[config.mk]
export PLATFORM = sky130hd
export DESIGN_NAME = rc_frame_decoder_with_events_core_flat
export DESIGN_NICKNAME = d
export VERILOG_FILES = /design/src/rtl/rcfd_pkg.sv /design/src/rtl/rcfd_in_if.sv /design/src/rtl/rcfd_out_if.sv /design/src/rtl/rc_frame_decoder_with_events_core.sv /design/src/flat_wrapper.sv
export SDC_FILE = /design/constraint.sdc
export NUM_CORES = 1
export LEC_CHECK = 0
export ABC_AREA = 0
export BUFFER_PORTS_ARGS = -buffer_cell sky130_fd_sc_hd__buf_2
export CAP_MARGIN = 20
export CORE_ASPECT_RATIO = 2
export CORE_MARGIN = 2
export CORE_UTILIZATION = 51
export CTS_BUF_LIST = sky130_fd_sc_hd__clkbuf_4 sky130_fd_sc_hd__clkbuf_8 sky130_fd_sc_hd__clkbuf_16
export DETAILED_ROUTE_END_ITERATION = 8
export PLACE_DENSITY = 0.69
export SYNTH_ARGS = -nofsm -noshare
export SYNTH_HDL_FRONTEND = slang
export SYNTH_SLANG_ARGS = --single-unit
[constraint.sdc]
create_clock -name clk -period 3.25 [get_ports clk]
set_input_delay 0.65 -clock clk [delete_from_list [all_inputs] [get_ports clk]]
set_output_delay 0.65 -clock clk [all_outputs]
set_load 0.01 [all_outputs]
[src/rtl/rcfd_pkg.sv]
`timescale 1ns / 1ps

package rcfd_pkg;

  localparam int MAX_FRAME_BYTES = 32;
  localparam int FRAME_LEN       = 16;
  localparam int STICK_W         = 11;

  localparam logic [STICK_W-1:0] STICK_LOW_RESET  = 11'd364;
  localparam logic [STICK_W-1:0] STICK_HIGH_RESET = 11'd1684;
  localparam logic [STICK_W-1:0] STICK_CENTRE     = 11'd1024;

  localparam logic [1:0] SW_MIDDLE = 2'd3;
  localparam logic [1:0] SW_UP     = 2'd1;
  localparam logic [1:0] SW_DOWN   = 2'd2;

  typedef enum logic [1:0] {
    EV_NONE  = 2'd0,
    EV_LEAVE = 2'd1,
    EV_RETURN = 2'd2
  } sw_event_t;

  typedef enum logic [1:0] {
    MODE_BYTE  = 2'd0,
    MODE_GAP   = 2'd1,
    MODE_QUERY = 2'd2
  } mode_t;

  typedef enum logic [3:0] {
    ST_BYTE      = 4'd0,
    ST_FRAME_OK  = 4'd1,
    ST_REJECTED  = 4'd2,
    ST_NO_ACTION = 4'd3,
    ST_MID_UP    = 4'd4,
    ST_MID_DOWN  = 4'd5,
    ST_UP_MID    = 4'd6,
    ST_DOWN_MID  = 4'd7,
    ST_PRESS     = 4'd8,
    ST_RELEASE   = 4'd9
  } status_t;

  localparam logic [0:0] REG_STICK_LOW  = 1'd0;
  localparam logic [0:0] REG_STICK_HIGH = 1'd1;

  localparam logic [4:0] TGT_KEY_FIRST = 5'd4;
  localparam logic [4:0] TGT_KEY_LAST  = 5'd19;
  localparam logic [4:0] TGT_LEFT_BTN  = 5'd20;
  localparam logic [4:0] TGT_RIGHT_BTN = 5'd21;

endpackage

[src/rtl/rcfd_in_if.sv]
`timescale 1ns / 1ps

interface rcfd_in_if;
  logic       valid;
  logic       ready;
  logic [1:0] mode;
  logic [7:0] data_byte;
  logic [4:0] query_target;

  modport source (output valid, mode, data_byte, query_target, input ready);
  modport sink (input valid, mode, data_byte, query_target, output ready);
endinterface

[src/rtl/rcfd_out_if.sv]
`timescale 1ns / 1ps

interface rcfd_out_if;
  logic               valid;
  logic               ready;
  logic        [3:0]  status;
  logic        [10:0] stick_0;
  logic        [10:0] stick_1;
  logic        [10:0] stick_2;
  logic        [10:0] stick_3;
  logic        [1:0]  switch_1;
  logic        [1:0]  switch_2;
  logic signed [15:0] mouse_x;
  logic signed [15:0] mouse_y;
  logic signed [15:0] mouse_z;
  logic        [1:0]  mouse_buttons;
  logic        [15:0] key_bits;

  modport source (output valid, status, stick_0, stick_1, stick_2, stick_3, switch_1, switch_2,
                  mouse_x, mouse_y, mouse_z, mouse_buttons, key_bits, input ready);
  modport sink (input valid, status, stick_0, stick_1, stick_2, stick_3, switch_1, switch_2,
                mouse_x, mouse_y, mouse_z, mouse_buttons, key_bits, output ready);
endinterface

[src/rtl/rc_frame_decoder_with_events_core.sv]
`timescale 1ns / 1ps

// Remote-receiver frame decoder. Feed frame bytes (mode 0), then an idle-gap
// marker (mode 1) to decode and check the first 16 bytes; mode 2 reads and
// clears one pending switch, key or button event. Every transaction yields one
// result in the following cycle, and a new transaction is taken every cycle: the
// block holds a single result register, refilled in the cycle it is taken, so
// the rate is one item per clock while the result side keeps up. The state
// update and result for an item are formed combinationally from the frame store
// and the decoded state registers. Stick limits may be changed only while the
// block is idle.
module rc_frame_decoder_with_events_core #(
  parameter int MAX_FRAME_BYTES = rcfd_pkg::MAX_FRAME_BYTES
) (
  input  logic                          clk,
  input  logic                          rst,
  rcfd_in_if.sink                       item,
  rcfd_out_if.source                    res,
  input  logic                          cfg_write,
  input  logic [0:0]                    cfg_index,
  input  logic [rcfd_pkg::STICK_W-1:0]  cfg_data
);

  localparam int CNT_W = $clog2(MAX_FRAME_BYTES + 1);
  localparam int SW    = rcfd_pkg::STICK_W;

  logic [7:0]       frame_store [rcfd_pkg::FRAME_LEN];
  logic [CNT_W-1:0] byte_count;
  logic [SW-1:0]    stick_low;
  logic [SW-1:0]    stick_high;
  logic [SW-1:0]    stick [4];
  logic [1:0]       sw_pos [2];
  logic [15:0]      mouse [3];
  logic [1:0]       buttons;
  logic [15:0]      keys;
  logic [1:0]       sw_ev [2];
  logic [1:0]       sw_origin [2];
  logic [15:0]      key_changes;
  logic [1:0]       button_changes;
  logic             out_valid;
  logic [3:0]       status;

  logic [SW-1:0]    stick_next [4];
  logic [1:0]       sw_pos_next [2];
  logic [15:0]      mouse_next [3];
  logic [1:0]       buttons_next;
  logic [15:0]      keys_next;
  logic [1:0]       sw_ev_next [2];
  logic [1:0]       sw_origin_next [2];
  logic [15:0]      key_changes_next;
  logic [1:0]       button_changes_next;
  logic [3:0]       status_next;
  logic [CNT_W-1:0] byte_count_next;

  logic             accept;
  logic             full;
  logic [SW-1:0]    ch [4];
  logic [1:0]       s [2];
  logic             frame_ok;
  logic [1:0]       nb;
  logic [15:0]      nk;
  logic             qsw;
  logic [3:0]       kidx;
  logic [4:0]       koff;
  logic [1:0]       bmask;

  assign item.ready = !out_valid || res.ready;
  assign accept     = item.valid && item.ready;
  assign full       = byte_count >= CNT_W'(rcfd_pkg::FRAME_LEN);

  // bit unpacking of the 11-bit sticks and the switch pair
  assign ch[0] = {frame_store[1][2:0], frame_store[0]};
  assign ch[1] = {frame_store[2][5:0], frame_store[1][7:3]};
  assign ch[2] = {frame_store[4][0], frame_store[3], frame_store[2][7:6]};
  assign ch[3] = {frame_store[5][3:0], frame_store[4][7:1]};
  assign s[0]  = frame_store[5][7:6];
  assign s[1]  = frame_store[5][5:4];
  assign nb    = {frame_store[12][0], frame_store[13][0]};
  assign nk    = {frame_store[15], frame_store[14]};

  assign qsw   = item.query_target[1];
  assign koff  = item.query_target - rcfd_pkg::TGT_KEY_FIRST;
  assign kidx  = koff[3:0];
  assign bmask = (item.query_target == rcfd_pkg::TGT_LEFT_BTN) ? 2'b10 : 2'b01;

  always_comb begin
    frame_ok = full && s[0] != 2'd0 && s[1] != 2'd0
               && frame_store[12] <= 8'd1 && frame_store[13] <= 8'd1;
    for (int i = 0; i < 4; i++) begin
      frame_ok = frame_ok && ch[i] > stick_low && ch[i] < stick_high;
    end
  end

  always_comb begin
    stick_next          = stick;
    sw_pos_next         = sw_pos;
    mouse_next          = mouse;
    buttons_next        = buttons;
    keys_next           = keys;
    sw_ev_next          = sw_ev;
    sw_origin_next      = sw_origin;
    key_changes_next    = key_changes;
    button_changes_next = button_changes;
    byte_count_next     = byte_count;
    status_next         = rcfd_pkg::ST_NO_ACTION;

    case (item.mode)
      rcfd_pkg::MODE_BYTE: begin
        if (byte_count < CNT_W'(MAX_FRAME_BYTES)) begin
          byte_count_next = byte_count + 1'b1;
        end
        status_next = rcfd_pkg::ST_BYTE;
      end
      rcfd_pkg::MODE_GAP: begin
        byte_count_next = '0;
        if (frame_ok) begin
          status_next = rcfd_pkg::ST_FRAME_OK;
          for (int i = 0; i < 2; i++) begin
            if (sw_pos[i] == rcfd_pkg::SW_MIDDLE && s[i] != rcfd_pkg::SW_MIDDLE) begin
              sw_ev_next[i] = rcfd_pkg::EV_LEAVE;
            end else if (sw_pos[i] != rcfd_pkg::SW_MIDDLE && s[i] == rcfd_pkg::SW_MIDDLE) begin
              sw_ev_next[i]     = rcfd_pkg::EV_RETURN;
              sw_origin_next[i] = sw_pos[i];
            end
            sw_pos_next[i] = s[i];
          end
          stick_next          = ch;
          mouse_next[0]       = {frame_store[7], frame_store[6]};
          mouse_next[1]       = {frame_store[9], frame_store[8]};
          mouse_next[2]       = {frame_store[11], frame_store[10]};
          button_changes_next = button_changes | (buttons ^ nb);
          buttons_next        = nb;
          key_changes_next    = key_changes | (keys ^ nk);
          keys_next           = nk;
        end else begin
          status_next = rcfd_pkg::ST_REJECTED;
        end
      end
      rcfd_pkg::MODE_QUERY: begin
        if (item.query_target < rcfd_pkg::TGT_KEY_FIRST) begin
          if (!item.query_target[0]) begin
            if (sw_ev[qsw] == rcfd_pkg::EV_LEAVE) begin
              if (sw_pos[qsw] == rcfd_pkg::SW_UP) begin
                sw_ev_next[qsw] = rcfd_pkg::EV_NONE;
                status_next     = rcfd_pkg::ST_MID_UP;
              end else if (sw_pos[qsw] == rcfd_pkg::SW_DOWN) begin
                sw_ev_next[qsw] = rcfd_pkg::EV_NONE;
                status_next     = rcfd_pkg::ST_MID_DOWN;
              end
            end
          end else if (sw_ev[qsw] == rcfd_pkg::EV_RETURN) begin
            if (sw_origin[qsw] == rcfd_pkg::SW_UP) begin
              sw_ev_next[qsw]     = rcfd_pkg::EV_NONE;
              sw_origin_next[qsw] = 2'd0;
              status_next         = rcfd_pkg::ST_UP_MID;
            end else if (sw_origin[qsw] == rcfd_pkg::SW_DOWN) begin
              sw_ev_next[qsw]     = rcfd_pkg::EV_NONE;
              sw_origin_next[qsw] = 2'd0;
              status_next         = rcfd_pkg::ST_DOWN_MID;
            end
          end
        end else if (item.query_target <= rcfd_pkg::TGT_KEY_LAST) begin
          if (key_changes[kidx]) begin
            key_changes_next[kidx] = 1'b0;
            status_next = keys[kidx] ? rcfd_pkg::ST_PRESS : rcfd_pkg::ST_RELEASE;
          end
        end else if (item.query_target <= rcfd_pkg::TGT_RIGHT_BTN) begin
          if ((button_changes & bmask) != 2'b00) begin
            button_changes_next = button_changes & ~bmask;
            status_next = ((buttons & bmask) != 2'b00) ? rcfd_pkg::ST_PRESS
                                                        : rcfd_pkg::ST_RELEASE;
          end
        end
      end
      default: begin
        status_next = rcfd_pkg::ST_NO_ACTION;
      end
    endcase
  end

  // frame store: no reset, only ever read after sixteen fresh writes
  always_ff @(posedge clk) begin
    if (accept && item.mode == rcfd_pkg::MODE_BYTE && !full) begin
      frame_store[byte_count[3:0]] <= item.data_byte;
    end
  end

  always_ff @(posedge clk) begin
    if (rst) begin
      stick_low      <= rcfd_pkg::STICK_LOW_RESET;
      stick_high     <= rcfd_pkg::STICK_HIGH_RESET;
      byte_count     <= '0;
      for (int i = 0; i < 4; i++) stick[i] <= rcfd_pkg::STICK_CENTRE;
      for (int i = 0; i < 2; i++) begin
        sw_pos[i]    <= rcfd_pkg::SW_MIDDLE;
        sw_ev[i]     <= rcfd_pkg::EV_NONE;
        sw_origin[i] <= 2'd0;
      end
      for (int i = 0; i < 3; i++) mouse[i] <= '0;
      buttons        <= '0;
      keys           <= '0;
      key_changes    <= '0;
      button_changes <= '0;
      out_valid      <= 1'b0;
      status         <= rcfd_pkg::ST_NO_ACTION;
    end else begin
      if (cfg_write) begin
        if (cfg_index == rcfd_pkg::REG_STICK_LOW) stick_low <= cfg_data;
        else stick_high <= cfg_data;
      end
      if (accept) begin
        stick          <= stick_next;
        sw_pos         <= sw_pos_next;
        mouse          <= mouse_next;
        buttons        <= buttons_next;
        keys           <= keys_next;
        sw_ev          <= sw_ev_next;
        sw_origin      <= sw_origin_next;
        key_changes    <= key_changes_next;
        button_changes <= button_changes_next;
        byte_count     <= byte_count_next;
        status         <= status_next;
        out_valid      <= 1'b1;
      end else if (res.ready) begin
        out_valid      <= 1'b0;
      end
    end
  end

  // state only moves when a new result is loaded, so it doubles as the payload
  assign res.valid         = out_valid;
  assign res.status        = status;
  assign res.stick_0       = stick[0];
  assign res.stick_1       = stick[1];
  assign res.stick_2       = stick[2];
  assign res.stick_3       = stick[3];
  assign res.switch_1      = sw_pos[0];
  assign res.switch_2      = sw_pos[1];
  assign res.mouse_x       = mouse[0];
  assign res.mouse_y       = mouse[1];
  assign res.mouse_z       = mouse[2];
  assign res.mouse_buttons = buttons;
  assign res.key_bits      = keys;

endmodule
[src/flat_wrapper.sv]
// flat-port wrapper written by rule: the top's interface ports become plain ports
module rc_frame_decoder_with_events_core_flat 
#(
  parameter int MAX_FRAME_BYTES = rcfd_pkg::MAX_FRAME_BYTES
)
  (clk, rst, cfg_write, cfg_index, cfg_data, item_valid, item_mode, item_data_byte, item_query_target, item_ready, res_valid, res_status, res_stick_0, res_stick_1, res_stick_2, res_stick_3, res_switch_1, res_switch_2, res_mouse_x, res_mouse_y, res_mouse_z, res_mouse_buttons, res_key_bits, res_ready);
  rcfd_in_if item_i ();
  rcfd_out_if res_i ();
  input  logic clk;
  input  logic rst;
  input  logic cfg_write;
  input  logic [0:0] cfg_index;
  input  logic [rcfd_pkg::STICK_W-1:0] cfg_data;
  input wire logic [$bits(item_i.valid)-1:0] item_valid;
  input wire logic [$bits(item_i.mode)-1:0] item_mode;
  input wire logic [$bits(item_i.data_byte)-1:0] item_data_byte;
  input wire logic [$bits(item_i.query_target)-1:0] item_query_target;
  output wire logic [$bits(item_i.ready)-1:0] item_ready;
  output wire logic [$bits(res_i.valid)-1:0] res_valid;
  output wire logic [$bits(res_i.status)-1:0] res_status;
  output wire logic [$bits(res_i.stick_0)-1:0] res_stick_0;
  output wire logic [$bits(res_i.stick_1)-1:0] res_stick_1;
  output wire logic [$bits(res_i.stick_2)-1:0] res_stick_2;
  output wire logic [$bits(res_i.stick_3)-1:0] res_stick_3;
  output wire logic [$bits(res_i.switch_1)-1:0] res_switch_1;
  output wire logic [$bits(res_i.switch_2)-1:0] res_switch_2;
  output wire logic [$bits(res_i.mouse_x)-1:0] res_mouse_x;
  output wire logic [$bits(res_i.mouse_y)-1:0] res_mouse_y;
  output wire logic [$bits(res_i.mouse_z)-1:0] res_mouse_z;
  output wire logic [$bits(res_i.mouse_buttons)-1:0] res_mouse_buttons;
  output wire logic [$bits(res_i.key_bits)-1:0] res_key_bits;
  input wire logic [$bits(res_i.ready)-1:0] res_ready;
  assign item_i.valid = item_valid;
  assign item_i.mode = item_mode;
  assign item_i.data_byte = item_data_byte;
  assign item_i.query_target = item_query_target;
  assign item_ready = item_i.ready;
  assign res_valid = res_i.valid;
  assign res_status = res_i.status;
  assign res_stick_0 = res_i.stick_0;
  assign res_stick_1 = res_i.stick_1;
  assign res_stick_2 = res_i.stick_2;
  assign res_stick_3 = res_i.stick_3;
  assign res_switch_1 = res_i.switch_1;
  assign res_switch_2 = res_i.switch_2;
  assign res_mouse_x = res_i.mouse_x;
  assign res_mouse_y = res_i.mouse_y;
  assign res_mouse_z = res_i.mouse_z;
  assign res_mouse_buttons = res_i.mouse_buttons;
  assign res_key_bits = res_i.key_bits;
  assign res_i.ready = res_ready;
  rc_frame_decoder_with_events_core #(.MAX_FRAME_BYTES(MAX_FRAME_BYTES)) u_core (.clk(clk), .rst(rst), .item(item_i), .res(res_i), .cfg_write(cfg_write), .cfg_index(cfg_index), .cfg_data(cfg_data));
endmodule
# Word-level counts from Yosys, hierarchy flattened
# Memories as Yosys holds them, arrays and structs flattened. A register that Yosys moved wholly into a read port is not among the register bits.
# Cells that the tools add are included.
[op_classes]
n_reduce_logical = 42
bitwise = 15
add_sub_neg = 2
magnitude_cmp = 19
eq_ne = 39
mux = 76
[ops]
columns = ["op", "n"]
rows = [
  ["$mux W4", 25],
  ["$mux W16", 4],
  ["$mux W2", 25],
  ["$gt A11 B11 Y1", 4],
  ["$lt A11 B11 Y1", 4],
  ["$reduce_and A9 Y1", 4],
  ["$pmux W16 S2", 1],
  ["$logic_and A1 B1 Y1", 21],
  ["$ne A2 B1 Y1 const B", 10],
  ["$ne A2 B2 Y1 const B", 9],
  ["$and A16 B16 Y16", 1],
  ["$eq A2 B2 Y1 const B", 8],
  ["$le A8 B1 Y1 const B", 2],
  ["$not A16 Y16", 1],
  ["$or A16 B16 Y16", 1],
  ["$pmux W4 S2", 2],
  ["$xor A16 B16 Y16", 1],
  ["$reduce_bool A2 Y1", 7],
  ["$pmux W4 S3", 1],
  ["$pmux W6 S2", 1],
  ["$le A5 B5 Y1 const B", 2],
  ["$mux W1", 9],
  ["$ne A3 B1 Y1 const B", 3],
  ["$and A4 B4 Y4", 2],
  ["33 further kinds", 45],
]
[word_totals]
ff_bits = 125
mem_bits_rw = 128
input_bits = 32
out_inout_bits = 120
memories = 1
word_cells = 213
[memory_table]
columns = ["memory", "depth", "word_bits", "read_ports", "rd_ports_with_merged_regs", "wr", "line", "text"]
rows = [
  ["u_core.frame_store", 16, 8, 16, 6, 1, "rc_frame_decoder_with_events_core.sv:27", "logic [7:0] frame_store [rcfd_pkg::FRAME_LEN];"],
]

# Logic depth before layout (Yosys ltp)
# An unclocked memory read counts as a cell.
[depth]
word_depth = 16
ltp_mapped = 13
ltp_nobuf = 11

# Worst setup path before layout
# Ideal clock, no wire load.
[synth_timing]
path_kind = "input -> register"
start = "input port item_query_target[1]"
end = "register u_core.sw_ev[1] in the netlist's numbering"
path_slack_ns = 0.344
path_stages = 10
path_buffers = 2
t_required_ns = 3.134
arrival_time_ns = 2.790
setup_time_ns = 0.116
cell_sequence = "clkbuf_1 clkbuf_1 mux2_2 ha_1 nor2b_1 o21a_1 nand2_1 a32oi_1 o21ai_0 a31o_2"
[synth_between]
elab_chain_len = 13
elab_cells_between_ends = 39
cone_classes = "order compare: 3; eq/ne: 11; mux: 20; bitwise: 3; reduce/logical: 2"
[synth_lines]
columns = ["element", "line", "text"]
rows = [
  ["from (decl)", "flat_wrapper.sv:17", "input wire logic [$bits(item_i.query_target)-1:0] item_query_target;"],
  ["$not A1 Y2 (not written as such)", "n/a", ""],
  ["$ge A2 B2 Y1 (not written as such) / $lt A2 B1 Y1 (equally long branches)", "n/a", ""],
  ["$logic_and A1 B1 Y1 (not written as such)", "n/a", ""],
  ["$mux W2 (not written as such)", "n/a", ""],
  ["$demux W2 S1", "n/a", ""],
  ["$not A4 Y4 (no line)", "n/a", ""],
  ["$and A4 B4 Y4 (no line)", "n/a", ""],
  ["$mux W4, on equally long branches", "rc_frame_decoder_with_events_core.sv:146, rc_frame_decoder_with_events_core.sv:156", ""],
  ["$mux W4, on equally long branches", "rc_frame_decoder_with_events_core.sv:143, rc_frame_decoder_with_events_core.sv:152", ""],
  ["$mux W4, on equally long branches", "rc_frame_decoder_with_events_core.sv:142, rc_frame_decoder_with_events_core.sv:151", ""],
  ["$mux W4", "rc_frame_decoder_with_events_core.sv:141", "if (!item.query_target[0]) begin"],
  ["$mux W4", "rc_frame_decoder_with_events_core.sv:140", "if (item.query_target < rcfd_pkg::TGT_KEY_FIRST) begin"],
  ["$pmux W4 S2", "rc_frame_decoder_with_events_core.sv:107", "case (item.mode)"],
  ["to (signal, indexed assignment)", "rc_frame_decoder_with_events_core.sv:196", "sw_ev[i] <= rcfd_pkg::EV_NONE;"],
  ["to (signal assigned)", "rc_frame_decoder_with_events_core.sv:217", "sw_ev <= sw_ev_next;"],
  ["to (decl)", "rc_frame_decoder_with_events_core.sv:36", "logic [1:0] sw_ev [2];"],
]
# Several ways; a longest one is shown, not always the timed one. The select of a mux whose other input is x is not followed.
# A chain may end at the register's enable or synchronous reset.

==> results_tabular.tex <==
\begin{tabular}{lr}
\hline
Metric & Value \\
\hline
\multicolumn{2}{l}{\textbf{Critical path}} \\
\quad Reg-to-reg critical path startpoint & u\_core.frame\_store[3][6]\$\_DFFE\_PP\_ \\
\quad Highest fanout seen on the critical path & 4 \\
\quad CP delay by family, top & compound AO/OA/AOI/OAI gates \\
\quad Critical path origin & u\_core.frame\_store[3][6]\$\_DFFE\_PP\_ \\
\quad Length in cells of the worst reg-to-reg path & 12 \\
\quad Longest individual stage delay on the worst path & 0.47 ns \\
\quad Required time worst endpoint & 3.69 ns \\
\quad Signal arrival time at the worst endpoint & 3.53 ns \\
\quad Count of buffering cells on the critical path with inverters included & 2 \\
\quad Crit-path cells & ha\_1, nand4\_1, nor3\_1, nor4\_2, buf\_4, nand4\_1, a2111oi\_4, a32oi\_4, buf\_4, nor2b\_1, a21oi\_1, a22o\_1 \\
\quad Kind of start point of the critical path & register \\
\quad Setup Crit Path Kind & reg -> reg \\
\quad Crit-path slowest cell & edfxtp\_1 \\
\quad Endpoint kind of the worst setup timing path & register \\
\quad Reg-to-reg endpoint & u\_core.sw\_origin[1]\$\_SDFFE\_PP0P\_ \\
\quad Setup slack, reg-to-reg & 0.16 ns \\
\multicolumn{2}{l}{\textbf{Finish}} \\
\quad Layout overhead on the synthesized area & 16.57\% \\
\quad Share of the core filled with cells in the final layout & 60.11\% \\
\quad Antenna Diode Count & 0 \\
\quad Fraction of layout instances using a drive strength above 1 & $\sim$18\% \\
\quad Fill cell count & approximately 2200 \\
\quad Layout Nets & 1576 \\
\multicolumn{2}{l}{\textbf{Floorplanning}} \\
\quad Horizontal die dimension & approximately 120 um \\
\quad Y dimension of the die & between 200 and 250 um \\
\quad \# IOs & roughly 150 \\
\quad Number of rows in the core area & 83 \\
\quad Effective utilization at floorplan & 51.57\% \\
\quad Core Footprint & 25440 sq um \\
\quad Die footprint & between 20000 and 30000 sq um \\
\multicolumn{2}{l}{\textbf{Worst hold path}} \\
\quad Worst Hold Launch & item\_valid \\
\quad Class of the worst hold path & in -> reg \\
\quad Worst hold endpoint & u\_core.res.valid\$\_SDFFE\_PP0P\_ \\
\quad Depth of the worst hold-timing path & 3 \\
\multicolumn{2}{l}{\textbf{STA}} \\
\quad Worst Clk Skew & between 0.02 and 0.025 ns \\
\quad Transition time of the tightest slew-check pin & 0.8637 ns \\
\quad Fmax achieved & 0.3232 GHz \\
\quad Number of max-slew violations in the final report & 0 \\
\quad RSZ-0062 raised after global routing & no \\
\quad Final setup violation count & 0 \\
\quad Minimum clock period & just over 3 ns \\
\quad Final number of hold-violating endpoints & 0 \\
\quad Slew Limit Headroom & 42.42\% \\
\quad Final period utilization & 95.21\% \\
\multicolumn{2}{l}{\textbf{Detailed routing}} \\
\quad Total wirelength of the detailed-routed design & 34190 um \\
\quad Final routed DRC violation total & 0 \\
\quad Ratio of routed vias to standard cells & around 5.6 \\
\quad Met1 wire length & roughly 14000 um \\
\quad Pre-antenna DRT Iters & 5 \\
\quad Antenna viol nets, final & 0 \\
\quad Met2 wire len & between 15000 and 20000 um \\
\quad Met3 wire len & 1885 um \\
\quad Uppermost layer routed & met4 \\
\quad Iteration-0 DRC count of the detailed router & around 840 \\
\quad Vias & 10170 \\
\quad Routed length per placed instance & 18.95 um \\
\multicolumn{2}{l}{\textbf{Clocking}} \\
\quad H-tree depth & 1 \\
\quad CTS clk-pin slew, worst paths & 0.07 ns \\
\quad TritonCTS clock tree & built \\
\quad Clock Sink Count & 301 \\
\quad Total clock buffers created by CTS & 26 \\
\quad Root cell of the clock tree & clkbuf\_16 \\
\quad Insertion delay of the later-clocked pin in the worst-skew pair & 0.56 ns \\
\quad Largest buffer count on any clock path & 3 \\
\multicolumn{2}{l}{\textbf{GRT}} \\
\quad Wire length of the first global-routing pass & around 53000 um \\
\quad Vias in the first global route & 10050 \\
\quad Total track usage & $\sim$25\% \\
\quad Initial antenna violation count & 0 \\
\quad Pin count of the biggest net entering global routing & 94 \\
\quad Remaining global-route overflow & 0 \\
\multicolumn{2}{l}{\textbf{Logic synthesis}} \\
\quad Post-synth cell types & just over 60 \\
\quad Post-synth net total & 1411 \\
\quad Post-synthesis cell count & about 1300 \\
\quad Yosys Warn Count & 0 \\
\quad Cell taking the most area after synthesis & edfxtp\_1 \\
\quad Fraction of the yosys area taken by sequential cells & 55.69\% \\
\quad Dominant cell by count in the synthesized netlist & nand2\_1 \\
\quad Area share of the largest cell type after synthesis & between 20\% and 30\% \\
\quad Average cell area after synthesis & 10.26 sq um \\
\quad Area of the mapped netlist & 13120 sq um \\
\quad Post-synth top flop & dfxtp\_1 \\
\quad Share of synthesized registers carrying an async set or reset & 0\% \\
\quad Top cells by area, synth & edfxtp\_1 29\%, dfxtp\_1 26\%, ha\_1 9.5\% \\
\quad Top cells by count, synth & 304 x nand2\_1, 173 x dfxtp\_1, 159 x a21oi\_1 \\
\quad Flop and latch count out of synthesis & 301 \\
\quad EDFF count, synth & 128 \\
\multicolumn{2}{l}{\textbf{Run}} \\
\quad Count of max-cap constraint violations & 0 \\
\multicolumn{2}{l}{\textbf{Power and ir drop}} \\
\quad Leakage & 0.006065 uW \\
\quad Pwr Density & 486.4 nW/um\^{}2 \\
\quad Peak ir drop on the vdd network & 0.3283 mV \\
\quad Sum of internal, switching and leakage power & 7439 uW \\
\multicolumn{2}{l}{\textbf{Outcome}} \\
\quad Result of the run & finished clean \\
\multicolumn{2}{l}{\textbf{Placement}} \\
\quad Number of port buffers & 151 \\
\quad Placer's final routability congestion estimate & roughly 0.94 \\
\quad Detailed placer's ending HPWL & 24210 um \\
\hline
\end{tabular}
state kept, by name (all words and copies together), names as in the netlist, 16 cells and up:
name / flops
res_mouse_z: 16
res_mouse_y: 16
u_core.frame_store: 128
u_core.key_changes: 16
res_mouse_x: 16
u_core.res.key_bits: 16
per-layer routing:
metal / up-vias / track usage (%)
li1: 4871 / -
met1: 4847 / 31.24
met2: 372 / 43.55
met3: 81 / 2.989
met4: 0 / 8.961
met5: - / 0
logic make-up (layout without fill, tap and decap cells):
kind of cell | Yosys count | in the layout | synth area share, %
and+or+nand+nor | 470 | 470 | 15.79
DFF | 301 | 301 | 55.69
AOI/OAI and AO/OA | 272 | 272 | 12.39
buffers and inverters | 101 | 286 | 3.128
adders and majority gates | 100 | 100 | 9.537
xor gates and xnor gates | 18 | 18 | 1.202
muxes | 17 | 17 | 2.260
where the power goes:
part	internal [uW]	leakage [uW]	switching, uW	total, uW
registers	3980	0.00255	23.7	4000
logic	157	0.00310	287	444
clock network	1610	0.000409	1390	2990
worst reg2reg max path: stages, from the launching register on:
cell and delay, ns:
edfxtp_1 0.47, ha_1 0.35, nand4_1 0.13, nor3_1 0.08, nor4_2 0.30, buf_4 0.17, nand4_1 0.14, a2111oi_4 0.37
a32oi_4 0.24, buf_4 0.19, nor2b_1 0.15, a21oi_1 0.12, a22o_1 0.27
repair_timing:
action,in CTS,in global routing
cloned,0,0
resized for setup,0,3
buffers inserted,1,0
setup endpoints to repair,16,22
hold buffers,0,0
pin swaps,1,0
per-stage QoR:
step | cells | TNS (ns) | hold slack, ns | setup slack (ns) | cell area, sq um
after detailed placement | 1755 | -1.124 | 0.4414 | -0.1480 | 14430
final | 1804 | 0 | 0.3483 | 0.1558 | 15290
after floorplan | 1279 | 0 | 0.4363 | 0.3438 | 13120
after CTS | 1804 | 0 | 0.3311 | 0.06650 | 15270
after global placement | 1755 | -0.1027 | 0.4354 | -0.04227 | 14430
after global routing | 1804 | 0 | 0.3469 | 0.004805 | 15290
how the worst max path moves through the flow:
stage | endpoint | slack [ns] | depth (start not counted)
5_1_grt | u_core.button_changes[1]$_SDFFE_PP0P_ | 0.005 | 13
6_report | u_core.sw_origin[1]$_SDFFE_PP0P_ | 0.16 | 12
2_1_floorplan | u_core.sw_ev[1]$_SDFFE_PP0P_ | 0.34 | 10
4_1_cts | u_core.key_changes[13]$_SDFFE_PP0P_ | 0.07 | 11
3_3_place_gp | u_core.key_changes[1]$_SDFFE_PP0P_ | -0.04 | 11
3_5_place_dp | u_core.key_changes[15]$_SDFFE_PP0P_ | -0.15 | 11
layout make-up:
type	count	area [sq um]	share of cell area, %
timing repair buffer	195	1151	7.526
tap	340	425.4	2.781
clock inverter	14	88.84	0.5808
inverter	43	161.4	1.055
multi-input combinational	877	5425	35.47
clock buffer	34	735.7	4.810
sequential	301	7307	47.77
layout by cell type (no fill, tap or decap), types with 8 or more instances in the layout:
cell type	synthesis	layout
a21oi_1	159	159
a22o_1	8	8
inv_1	43	43
nor4_1	9	8
o211ai_1	13	13
nor2b_1	9	9
buf_2	13	150
a21o_1	9	9
a211oi_1	9	9
dfxtp_1	173	173
buf_4	2	40
nand2b_1	13	13
mux4_2	10	10
xor2_1	16	16
clkbuf_16	0	26
nand2_1	304	304
nand3_1	24	24
nand4_1	19	19
nor3_1	17	17
ha_1	100	100
edfxtp_1	128	128
nor2_1	46	45
o21ai_0	33	33
Power figures use the tool's default switching activity.
